### config.mk
export PLATFORM = sky130hd
export DESIGN_NAME = pttc_pair_lane
export DESIGN_NICKNAME = d
export VERILOG_FILES = /design/src/hdl/pttc_pkg.sv /design/src/hdl/pttc_pair_lane.sv
export SDC_FILE = /design/constraint.sdc
export NUM_CORES = 1
export LEC_CHECK = 0
export ABC_AREA = 1
export BUFFER_PORTS_ARGS = -buffer_cell sky130_fd_sc_hd__buf_4
export CORE_ASPECT_RATIO = 1.2
export CORE_MARGIN = 3
export CORE_UTILIZATION = 30
export CTS_BUF_LIST = sky130_fd_sc_hd__clkbuf_8
export CTS_CLUSTER_SIZE = 24
export DETAILED_ROUTE_END_ITERATION = 7
export MAX_ROUTING_LAYER = met4
export SLEW_MARGIN = 10
export SYNTH_ARGS = -nofsm -noshare
export SYNTH_HDL_FRONTEND = slang
export SYNTH_SLANG_ARGS = --single-unit
### constraint.sdc
create_clock -name clk -period 2 [get_ports clk]
set_input_delay 0.5 -clock clk [delete_from_list [all_inputs] [get_ports clk]]
set_output_delay 0.5 -clock clk [all_outputs]
set_load 0.02 [all_outputs]
### src/hdl/pttc_pkg.sv
// types, constants and base decoding shared by the pairwise transition / transversion counter
package pttc_pkg;

	localparam int BYTE_W      = 8;
	localparam int CNT_W       = 16;
	localparam int IDX_FIELD_W = 3;
	localparam int ACT_W       = 4;
	localparam int COL_W       = 64;

	localparam logic [ACT_W-1:0] ACT_RESET = 4'd8;
	localparam logic [CNT_W-1:0] CNT_MAX   = {CNT_W{1'b1}};

	localparam logic [BYTE_W-1:0] CHR_A = 8'h61;
	localparam logic [BYTE_W-1:0] CHR_C = 8'h63;
	localparam logic [BYTE_W-1:0] CHR_G = 8'h67;
	localparam logic [BYTE_W-1:0] CHR_T = 8'h74;

	// bit 1 set for pyrimidines, so a transition keeps bit 1
	localparam logic [1:0] BASE_A = 2'd0;
	localparam logic [1:0] BASE_G = 2'd1;
	localparam logic [1:0] BASE_C = 2'd2;
	localparam logic [1:0] BASE_T = 2'd3;

	typedef struct packed {
		logic [COL_W-1:0] column_bytes;
		logic             last_column;
	} col_t;

	typedef struct packed {
		logic [IDX_FIELD_W-1:0] first_index;
		logic [IDX_FIELD_W-1:0] second_index;
		logic [CNT_W-1:0]       transition_count;
		logic [CNT_W-1:0]       transversion_count;
		logic [CNT_W-1:0]       common_count;
		logic                   last_result;
	} res_t;

	typedef struct packed {
		logic       ok;
		logic [1:0] code;
	} base_t;

	typedef struct packed {
		logic [CNT_W-1:0] ts;
		logic [CNT_W-1:0] tv;
		logic [CNT_W-1:0] cm;
	} counts_t;

	typedef struct packed {
		logic             accept;
		logic             last;
		logic [ACT_W-1:0] n;
	} ctrl_t;

	function automatic base_t decode_base(input logic [BYTE_W-1:0] b);
		base_t r;
		r.ok   = 1'b1;
		r.code = BASE_A;
		unique case (b)
			CHR_A: r.code = BASE_A;
			CHR_G: r.code = BASE_G;
			CHR_C: r.code = BASE_C;
			CHR_T: r.code = BASE_T;
			default: r.ok = 1'b0;
		endcase
		return r;
	endfunction

	function automatic logic [CNT_W-1:0] sat_inc(input logic [CNT_W-1:0] v);
		return (v == CNT_MAX) ? v : v + CNT_W'(1);
	endfunction

endpackage

### src/hdl/pttc_pair_lane.sv
// counters and emission snapshot for one sequence pair
module pttc_pair_lane (
	input  logic              clk,
	input  logic              arst_n,
	input  logic              accept,
	input  logic              last,
	input  logic              en,
	input  pttc_pkg::base_t   x,
	input  pttc_pkg::base_t   y,
	output pttc_pkg::counts_t snap
);
	import pttc_pkg::*;

	counts_t cnt_q;
	counts_t snap_q;
	counts_t nxt;
	logic    hit;
	logic    differ;
	logic    same_class;

	assign hit        = en & x.ok & y.ok;
	assign differ     = x.code != y.code;
	assign same_class = x.code[1] == y.code[1];

	always_comb begin
		nxt = cnt_q;
		if (hit) begin
			nxt.cm = sat_inc(cnt_q.cm);
			if (differ && same_class)
				nxt.ts = sat_inc(cnt_q.ts);
			if (differ && !same_class)
				nxt.tv = sat_inc(cnt_q.tv);
		end
	end

	always_ff @(posedge clk or negedge arst_n) begin
		if (!arst_n) begin
			cnt_q <= '0;
		end else if (accept) begin
			cnt_q <= last ? '0 : nxt;
		end
	end

	always_ff @(posedge clk) begin
		if (accept && last)
			snap_q <= nxt;
	end

	assign snap = snap_q;

endmodule

==> flow_metrics.env, run 1 <==
export IMPL_yosys_top_cells_count="245 x nand2_1, 65 x inv_1, 58 x nand3_1, 48 x dfrtp_1, 48 x edfxtp_1"
export IMPL_clock_sinks=96
export IMPL_diodes=0
export IMPL_wl_met3_um=419
export IMPL_area_growth_pct=19.9
export IMPL_ioPinCount=59
export IMPL_synthesis_area_um2=5000
export IMPL_grt_pass1_vias=3949
export IMPL_clock_path_buffers=2
export IMPL_core_um2=16300
export IMPL_dieArea_um2=18300
export IMPL_async_reset_ff_share_pct=50.0
export IMPL_netlist_top_cells_area="edfxtp_1 29%, dfrtp_1 24%, nand2_1 18%"
export IMPL_cts_buffers_inserted=9
export IMPL_synth_top_family_by_area="simple AND/OR/NAND/NOR gates"
export IMPL_highest_layer="met4"
export IMPL_initial_core_util_pct=30.8
export IMPL_final_core_util_pct=36.9
export IMPL_fin_setup_tns_ns=0
export IMPL_grt_pass1_wl_um=19500
export IMPL_critPathRequiredTime_ns=2.13
export IMPL_met1Wirelength_um=5240
export IMPL_synth_top_area_share_pct=28.8
export IMPL_fin_crit_sh_pct=91.9
export IMPL_ys_flop_type="edfxtp_1"
export IMPL_power_leakage_nw=2.66
export IMPL_ys_seq_elements=96
export IMPL_drive_above_1_share_pct=17.9
export IMPL_clock_latency_ns=0.37
export IMPL_synthSimpleGateAreaFrac_pct=35.8
export IMPL_p_per_area_nw_per_um2=609
export IMPL_p_sw_share_pct=23.4
export IMPL_wl_um=11500
export IMPL_vias=4071
export IMPL_min_path_type="in2async"
export IMPL_cts_clk_slew_worst_paths_ns=0.09
export IMPL_root_buffer="clkbuf_8"
export IMPL_yosysWarnings=0
export IMPL_ys_seq_area_share_pct=52.8
export IMPL_pwr_share_seq_pct=58.3
export IMPL_yosys_area_share_xor_xnor_pct=0.350
export IMPL_maxCapViolations=0
export IMPL_portBuffers=58
export IMPL_avgSynthCellArea_um2=8.14
export IMPL_power_switching_uw=855
export IMPL_endpoint_kind="flip-flop"
export IMPL_path_class="reg2reg"
export IMPL_pwr_share_comb_pct=7.5
export IMPL_ir_worst_vdd_mv=0.257
export IMPL_ys_types=30
export IMPL_dr_wl_met2_um=5550
export IMPL_outcome="finished clean"
export IMPL_globalplace_congestion=0.832
export IMPL_die_y_um=147
export IMPL_gr_total_overflow=0
export IMPL_syn_inst=615
export IMPL_grt_max_degree=49
export IMPL_drtAntennaViolNets=0
export IMPL_yosysMostFrequentCell="nand2_1"
export IMPL_setup_viol_count_final=0
export IMPL_rsz0062_at_grt="false"
export IMPL_arrival_ns=1.97
export IMPL_finalHoldViolations=0
export IMPL_synth_adder_area_share_pct=0.750
export IMPL_slew_headroom_pct=56.4
export IMPL_fin_worst_skew_ns=0.00832
export IMPL_rows=51
export IMPL_synth_nets=629
export IMPL_drc=0
export IMPL_routedWlPerCell_um=12.7
export IMPL_clock_fmax_mhz=544
export IMPL_synthMuxAreaShare_pct=0
export IMPL_drv_slew=0
export IMPL_fp_dieW_um=124
export IMPL_clkPwrFrac_pct=34.2
export IMPL_synth_top_cell_by_area="edfxtp_1"
export IMPL_grt_antenna_before_repair=0
export IMPL_fin_crit_ns=1.84
export IMPL_final_nets=701
export IMPL_place_hpwl_um=8200
export IMPL_worst_slew_pin_slew_ns=0.654
export IMPL_synth_edff_count=48
export IMPL_tritoncts="yes"
export IMPL_cts_htree_levels=3
export IMPL_crit_path_max_fanout=4
export IMPL_via_per_inst=4.50
export IMPL_start_kind="flip-flop"
export IMPL_whs_ns=0.150
export IMPL_drtPass1Iterations=4
export IMPL_drt_iter0_drc=272
export IMPL_synth_compound_gate_area_share_pct=3.63
export IMPL_track_usage_pct=13.8
export IMPL_p_int_mw=2.80
-- flip-flops by register name, indices dropped and copies added (netlist names) --
| signal | flops |
|---|---|
| cnt_q | 48 |
| snap | 48 |
-- power groups by stage --
stage,Clock (mW),Combinational [mW],Sequential [mW]
after floorplan,0,0.0805,2.22
after global placement,0,0.282,2.17
after detailed placement,0,0.282,2.17
after CTS,1.30,0.283,2.13
after global routing,1.38,0.304,2.14
final,1.25,0.276,2.13
-- worst max-delay path, stage by stage, from the launching register on --
cell and delay (ns):
dfrtp_1 0.41, ha_1 0.20, nand2_1 0.07, nor2_2 0.18, nand2_1 0.12, nor3_2 0.29
nand4_1 0.15, and2_1 0.18
-- cells by family (layout without fill, tap and decap cells) --
family	Yosys count	in the layout
simple gates	400	400
flops	96	96
buf+inv	83	160
compound gates	31	31
fa+ha+maj	3	3
xor+xnor	2	2
-- cell usage in the layout, fill, tap and decap left out, drive strengths merged, types with 2 or more instances in the layout --
cell type	instances
and2	12
buf	74
clkbuf	10
clkinvlp	2
dfrtp	48
edfxtp	48
ha	3
inv	72
nand2	246
nand3	59
nand3b	10
nand4	21
nor2	43
nor3	9
o21ai	27
o22ai	3
-- per-stage QoR --
step	area (um^2)	power (mW)	worst slack, ns	instances
global placement	5780	2.46	0.0496	886
floorplan	5010	2.30	0.0962	615
global route	6000	3.82	0.00122	904
detailed placement	5780	2.46	0.0131	886
finish	6000	3.66	0.162	904
CTS	5970	3.71	0.113	902
-- cell type report --
type / count / area, um^2
Sequential cell: 96 / 2640
Fill cell: 1682 / 10300
Clock inverter: 6 / 53.8
Tap cell: 212 / 265
Inverter: 70 / 267
Clock buffer: 10 / 138
Multi-Input combinational cell: 436 / 2050
Timing Repair Buffer: 74 / 581
-- routing by layer --
layer	global-route usage [%]	vias to the layer above
met3	1.65	18
li1	-	2132
met2	22.1	70
met4	5.97	0
met1	17.5	1851
met5	-	-
-- repair_timing --
item,in CTS,in global routing
setup buffers,0,2
gates resized for setup,0,6
hold buffers,0,0
endpoints found under the setup margin,0,25
-- final timing paths --
| check | startpoint | endpoint | slack [ns] | cells after the start |
|---|---|---|---|---|
| max | cnt_q[32]$_DFFE_PN0P_ | snap[42]$_DFFE_PP_ | 0.16 | 7 |
| max reg2reg | cnt_q[32]$_DFFE_PN0P_ | snap[42]$_DFFE_PP_ | 0.16 | 7 |
| min reg2reg | cnt_q[31]$_DFFE_PN0P_ | cnt_q[31]$_DFFE_PN0P_ | 0.52 | 2 |
| min | arst_n | cnt_q[14]$_DFFE_PN0P_ | 0.15 | 1 |
| max in group asynchronous | arst_n | cnt_q[1]$_DFFE_PN0P_ | 1.38 | 1 |
| min in group clk | accept | cnt_q[21]$_DFFE_PN0P_ | 0.38 | 2 |
Note: power is estimated with default switching activity, not from simulation.
==> inputs of run 2 (changes only) <==
Settings changed: REMOVE_ABC_BUFFERS set to 1.
==> run 2 against run 1 <==
Effect of this change: flip-flop and latch count did not move; first-iteration DRC count rose by 9.9%; setup slack got worse by 0.044 ns; clock skew rose by 0.0052 ns; wire length rose by 2.3%; worst hold slack improved by 0.0064 ns; via count rose by 1.9%; critical path type unchanged; power rose by 1.8%; clock power rose by 5%; critical path depth rose by 1.
==> flow_metrics.env, run 2 (synthesized netlist as in run 1, its figures left out) <==
export IMPL_clock_path_buffers=2
export IMPL_clock_fmax_mhz=531
export IMPL_setup_viol_count_final=0
export IMPL_r2r_setup_slack_ns=0.12
export IMPL_final_nets=703
export IMPL_tritoncts="yes"
export IMPL_wl_um=11800
export IMPL_slew_headroom_pct=56.0
export IMPL_r2r_start="cnt_q[32]$_DFFE_PN0P_"
export IMPL_vias=4149
export IMPL_worst_slew_pin_slew_ns=0.660
export IMPL_rsz0062_at_grt="true"
export IMPL_holdBufCountCts=0
export IMPL_track_usage_pct=13.8
export IMPL_power_switching_uw=932
export IMPL_portBuffers=58
export IMPL_drtPass1Iterations=5
export IMPL_maxCapViolations=0
export IMPL_fin_worst_skew_ns=0.0135
export IMPL_finalHoldViolations=0
export IMPL_fp_dieW_um=124
export IMPL_rows=51
export IMPL_grt_antenna_before_repair=0
export IMPL_clkPwrFrac_pct=35.2
export IMPL_num_fill_cells=1672
export IMPL_crit_path_max_fanout=9
export IMPL_outcome="finished clean"
export IMPL_drive_above_1_share_pct=17.4
export IMPL_routedWlPerCell_um=13.0
export IMPL_area_growth_pct=20.5
export IMPL_r2r_end="snap[37]$_DFFE_PP_"
export IMPL_fin_crit_ns=1.88
export IMPL_p_int_mw=2.79
export IMPL_cts_htree_levels=3
export IMPL_pwr_share_seq_pct=57.3
export IMPL_grt_pass1_wl_um=19200
export IMPL_grt_pass1_vias=3917
export IMPL_ioPinCount=59
export IMPL_pwr_share_comb_pct=7.5
export IMPL_dp_cells=887
export IMPL_place_hpwl_um=8350
export IMPL_drv_slew=0
export IMPL_globalplace_congestion=0.860
export IMPL_final_common_cell="nand2_1"
export IMPL_core_um2=16300
export IMPL_grt_max_degree=49
export IMPL_critPathRequiredTime_ns=2.14
export IMPL_endpoint_kind="flip-flop"
export IMPL_via_per_inst=4.58
export IMPL_arrival_ns=2.02
export IMPL_cts_buffers_inserted=9
export IMPL_clock_latency_ns=0.38
export IMPL_power_leakage_nw=2.70
export IMPL_final_core_util_pct=37.1
export IMPL_start_kind="flip-flop"
export IMPL_p_per_area_nw_per_um2=617
export IMPL_fin_cells=906
export IMPL_p_sw_share_pct=25.0
export IMPL_die_y_um=147
export IMPL_clock_sinks=96
export IMPL_drtAntennaViolNets=0
export IMPL_dieArea_um2=18300
export IMPL_fin_crit_sh_pct=94.1
export IMPL_r2r_cells=8
export IMPL_min_path_type="in2async"
export IMPL_critPathLaunch="cnt_q[32]$_DFFE_PN0P_"
export IMPL_initial_core_util_pct=30.8
export IMPL_cts_clk_slew_worst_paths_ns=0.10
export IMPL_layout_common_cells="245 x nand2_1, 72 x buf_4, 65 x inv_1"
export IMPL_gr_total_overflow=0
export IMPL_diodes=0
export IMPL_crit_end="snap[37]$_DFFE_PP_"
export IMPL_root_buffer="clkbuf_8"
export IMPL_drt_iter0_drc=299
export IMPL_path_class="reg2reg"
export IMPL_drc=0
export IMPL_ir_worst_vdd_mv=0.236
==> run 2: changes by cell type in the layout (fill, tap and decap cells not counted), sizes merged <==
cell,change
clkinvlp,-2
clkbuf,-1
clkinv,+3
buf,+2
==> run 2: final cells by class <==
type / count / area [um^2] / share of cell area (%)
Timing Repair Buffer: 76 / 621 / 10.3
Inverter: 70 / 263 / 4.36
Clock buffer: 9 / 124 / 2.05
Tap cell: 212 / 265 / 4.40
Clock inverter: 7 / 72.6 / 1.20
Sequential cell: 96 / 2640 / 43.8
Multi-Input combinational cell: 436 / 2040 / 33.9
==> run 2: worst min-delay path by stage <==
stage | end | startpoint | slack (ns) | cells after the start
floorplan | cnt_q[0]$_DFFE_PN0P_ | arst_n | 0.20 | 0
global placement | cnt_q[31]$_DFFE_PN0P_ | cnt_q[31]$_DFFE_PN0P_ | 0.49 | 2
detailed placement | cnt_q[31]$_DFFE_PN0P_ | cnt_q[31]$_DFFE_PN0P_ | 0.50 | 2
CTS | cnt_q[40]$_DFFE_PN0P_ | arst_n | 0.17 | 1
global route | cnt_q[47]$_DFFE_PN0P_ | arst_n | 0.20 | 1
finish | cnt_q[11]$_DFFE_PN0P_ | arst_n | 0.16 | 1
==> run 2: worst max-delay path: stages, from the launching register on <==
cell	delay, ns
dfrtp_1	0.42
ha_1	0.21
nand2_1	0.07
nor2_2	0.17
nand4_2	0.25
buf_4	0.25
nand2_1	0.07
nand2_1	0.05
and2_1	0.14
==> run 2: per-stage QoR <==
stage	setup WS, ns	TNS, ns	power [mW]	instance area (um^2)	hold WS, ns
floorplan	-0.825	-25.51	2.29	4930	0.204
detailed placement	-0.0120	-0.0120	2.46	5800	0.496
finish	0.118	0	3.72	6030	0.156
CTS	0.0416	0	3.76	6000	0.171
global placement	0.0782	0	2.46	5800	0.493
global route	-0.0214	-0.0214	3.86	6030	0.203
==> run 2: layer usage <==
metal  track usage (%)  vias up  routed length, um
met5                 -        -                  0
met4              5.97        0                283
met3              1.68       18                411
met2              22.8       87               5910
met1              16.9     1899               5150
li1                  -     2145                  -
==> run 2: power groups by stage <==
stage	Sequential, mW	Clock (mW)	Combinational (mW)
2_1_floorplan	2.22	0	0.0682
3_3_place_gp	2.17	0	0.284
3_5_place_dp	2.17	0	0.285
4_1_cts	2.13	1.34	0.285
5_1_grt	2.14	1.41	0.306
6_report	2.13	1.31	0.281
==> run 2: repair_timing <==
item	4_1_cts	5_1_grt
setup endpoints to repair	0	7
buffers inserted	0	3
resized for setup	0	2
==> inputs of run 3 (changes only) <==
Settings changed: ABC_AREA 1 to 0, CORE_MARGIN 3 to not set.
==> run 3 against run 2 <==
Effect of this change: sequential share of layout area shrank 3.3 points; register-to-register slack got worse by 0.07 ns; utilization grew 2.8 points; flip-flop and latch count stayed put; cell area rose by 8.1%; cell count is 10% lower; synthesized area grew 0.48%; non-clock buffer count increased by 64; synthesized cell count fell by 23%; combinational power up 140%; worst hold slack gained 0.0046 ns; maximum frequency fell by 3.4%; critical path type unchanged; critical endpoint is now snap[17]$_DFFE_PP_.
==> flow_metrics.env, run 3 <==
export IMPL_dieArea_um2=17300
export IMPL_cts_clk_slew_worst_paths_ns=0.11
export IMPL_whs_ns=0.161
export IMPL_holdBufCountCts=0
export IMPL_multi_input_area_um2=2260
export IMPL_grt_pass1_vias=4123
export IMPL_fin_worst_skew_ns=0.0169
export IMPL_critPathRequiredTime_ns=2.12
export IMPL_outcome="finished clean"
export IMPL_fp_dieW_um=120
export IMPL_rows=51
export IMPL_p_sw_share_pct=27.3
export IMPL_final_common_cell="buf_4"
export IMPL_power_switching_mw=1.16
export IMPL_p_int_mw=3.10
export IMPL_ioPinCount=59
export IMPL_fin_crit_ns=1.95
export IMPL_dpl_cell_area_um2=6270
export IMPL_setup_viol_count_final=0
export IMPL_finalHoldViolations=0
export IMPL_drv_slew=0
export IMPL_clock_latency_ns=0.37
export IMPL_endpoint_kind="flip-flop"
export IMPL_layout_common_cells="137 x buf_4, 48 x edfxtp_1, 47 x dfrtp_1"
export IMPL_crit_path_max_fanout=5
export IMPL_r2r_start="cnt_q[16]$_DFFE_PN0P_"
export IMPL_root_buffer="clkbuf_8"
export IMPL_r2r_cells=5
export IMPL_grt_pass1_wl_um=20400
export IMPL_clock_path_buffers=2
export IMPL_synth_edff_count=48
export IMPL_diodes=0
export IMPL_tritoncts="yes"
export IMPL_final_core_util_pct=39.9
export IMPL_min_path_type="in2async"
export IMPL_setup_ws_ns=0.0514
export IMPL_ir_worst_vdd_mv=0.274
export IMPL_arrival_ns=2.07
export IMPL_final_area_um2=6520
export IMPL_rsz0062_at_grt="true"
export IMPL_drive_above_1_share_pct=30.7
export IMPL_pwr_share_seq_pct=53.1
export IMPL_p_per_area_nw_per_um2=655
export IMPL_wl_um=12500
export IMPL_post_cts_resized=0
export IMPL_drtAntennaViolNets=0
export IMPL_num_fill_cells=1588
export IMPL_routedWlPerCell_um=15.5
export IMPL_r2r_setup_slack_ns=0.05
export IMPL_pwr_share_comb_pct=15.6
export IMPL_ys_seq_area_share_pct=52.6
export IMPL_place_hpwl_um=8840
export IMPL_avgSynthCellArea_um2=10.6
export IMPL_cts_htree_levels=3
export IMPL_drtPass1Iterations=4
export IMPL_yosysWarnings=0
export IMPL_vias=4168
export IMPL_initial_core_util_pct=30.8
export IMPL_maxCapViolations=0
export IMPL_globalplace_congestion=0.838
export IMPL_clkPwrFrac_pct=31.3
export IMPL_gr_total_overflow=0
export IMPL_synthesis_area_um2=5030
export IMPL_fin_crit_sh_pct=97.4
export IMPL_die_y_um=144
export IMPL_area_growth_pct=29.6
export IMPL_ys_types=61
export IMPL_final_nets=608
export IMPL_r2r_end="snap[17]$_DFFE_PP_"
export IMPL_portBuffers=58
export IMPL_clock_sinks=96
export IMPL_syn_inst=473
export IMPL_slew_headroom_pct=54.5
export IMPL_ff_latch_area_um2=2640
export IMPL_worst_slew_pin_slew_ns=0.683
export IMPL_path_class="reg2reg"
export IMPL_cts_buffers_inserted=9
export IMPL_drc=0
export IMPL_grt_antenna_before_repair=0
export IMPL_ys_seq_elements=96
export IMPL_fin_setup_tns_ns=0
export IMPL_postCtsSetupBuffers=0
export IMPL_synth_top_area_share_pct=28.7
export IMPL_post_place_ws_ns=-0.270
export IMPL_synth_top_cell_by_area="edfxtp_1"
export IMPL_netlist_top_cells_area="edfxtp_1 29%, dfrtp_1 24%, xnor2_1 4.4%"
export IMPL_power_leakage_nw=2.63
export IMPL_track_usage_pct=15.4
export IMPL_core_um2=16300
export IMPL_start_kind="flip-flop"
export IMPL_grt_max_degree=49
export IMPL_async_reset_ff_share_pct=50.0
export IMPL_clock_fmax_mhz=513
export IMPL_yosys_top_cells_count="48 x dfrtp_1, 48 x edfxtp_1, 43 x nand2_1, 35 x nor2_1, 34 x nand3_1"
export IMPL_ys_flop_type="edfxtp_1"
export IMPL_drt_iter0_drc=217
export IMPL_via_per_inst=5.14
[run 3: metal layers]
layer / global-route usage (%) / part of all wire, %
met5: - / 0
met2: 26.3 / 50
met1: 18.2 / 43
met4: 5.92 / 2.4
met3: 2.58 / 4.4
[run 3: cells by family after synthesis]
logic type | count (synthesis) | share of synthesized area (%)
compound gates | 90 | 13.1
xor+xnor | 38 | 6.99
fa+ha+maj | 3 | 0.747
buf+inv | 45 | 3.51
flops | 96 | 52.6
mux | 17 | 3.48
simple gates | 184 | 19.6
[run 3: how the worst max path moves through the flow]
stage	start	end	slack [ns]	depth (start not counted)
floorplan	accept	snap[0]$_DFFE_PP_	-1.69	2
global placement	en	cnt_q[26]$_DFFE_PN0P_	-0.21	6
detailed placement	en	cnt_q[25]$_DFFE_PN0P_	-0.27	7
CTS	cnt_q[0]$_DFFE_PN0P_	snap[1]$_DFFE_PP_	0.004	6
global route	cnt_q[17]$_DFFE_PN0P_	snap[17]$_DFFE_PP_	-0.05	5
finish	cnt_q[16]$_DFFE_PN0P_	snap[17]$_DFFE_PP_	0.05	5
[run 3: area by class of cell]
| class | instances | area share (%) |
|---|---|---|
| Clock buffer | 10 | 2.11 |
| Clock inverter | 6 | 1.04 |
| Inverter | 15 | 0.864 |
| Multi-Input combinational cell | 332 | 34.7 |
| Sequential cell | 96 | 40.6 |
| Tap cell | 212 | 4.07 |
| Timing Repair Buffer | 140 | 16.7 |
[run 3: power groups by stage]
stage	clock [mW]	sequential [mW]	combinational, mW
after global placement	0	2.30	0.645
after floorplan	0	2.40	0.226
final	1.34	2.26	0.667
after global routing	1.44	2.28	0.731
after detailed placement	0	2.30	0.667
after CTS	1.38	2.26	0.669
[run 3: stage by stage]
stage               power [mW]  cells
finish                    4.27    811
global route              4.45    811
CTS                       4.31    811
detailed placement        2.97    795
global placement          2.94    795
floorplan                 2.63    443
[run 3: critical path, stage by stage (launching register included)]
cell	delay, ns
dfrtp_1	0.36
ha_2	0.23
nand2_1	0.06
or4_1	0.47
o21ai_2	0.22
mux2_2	0.37
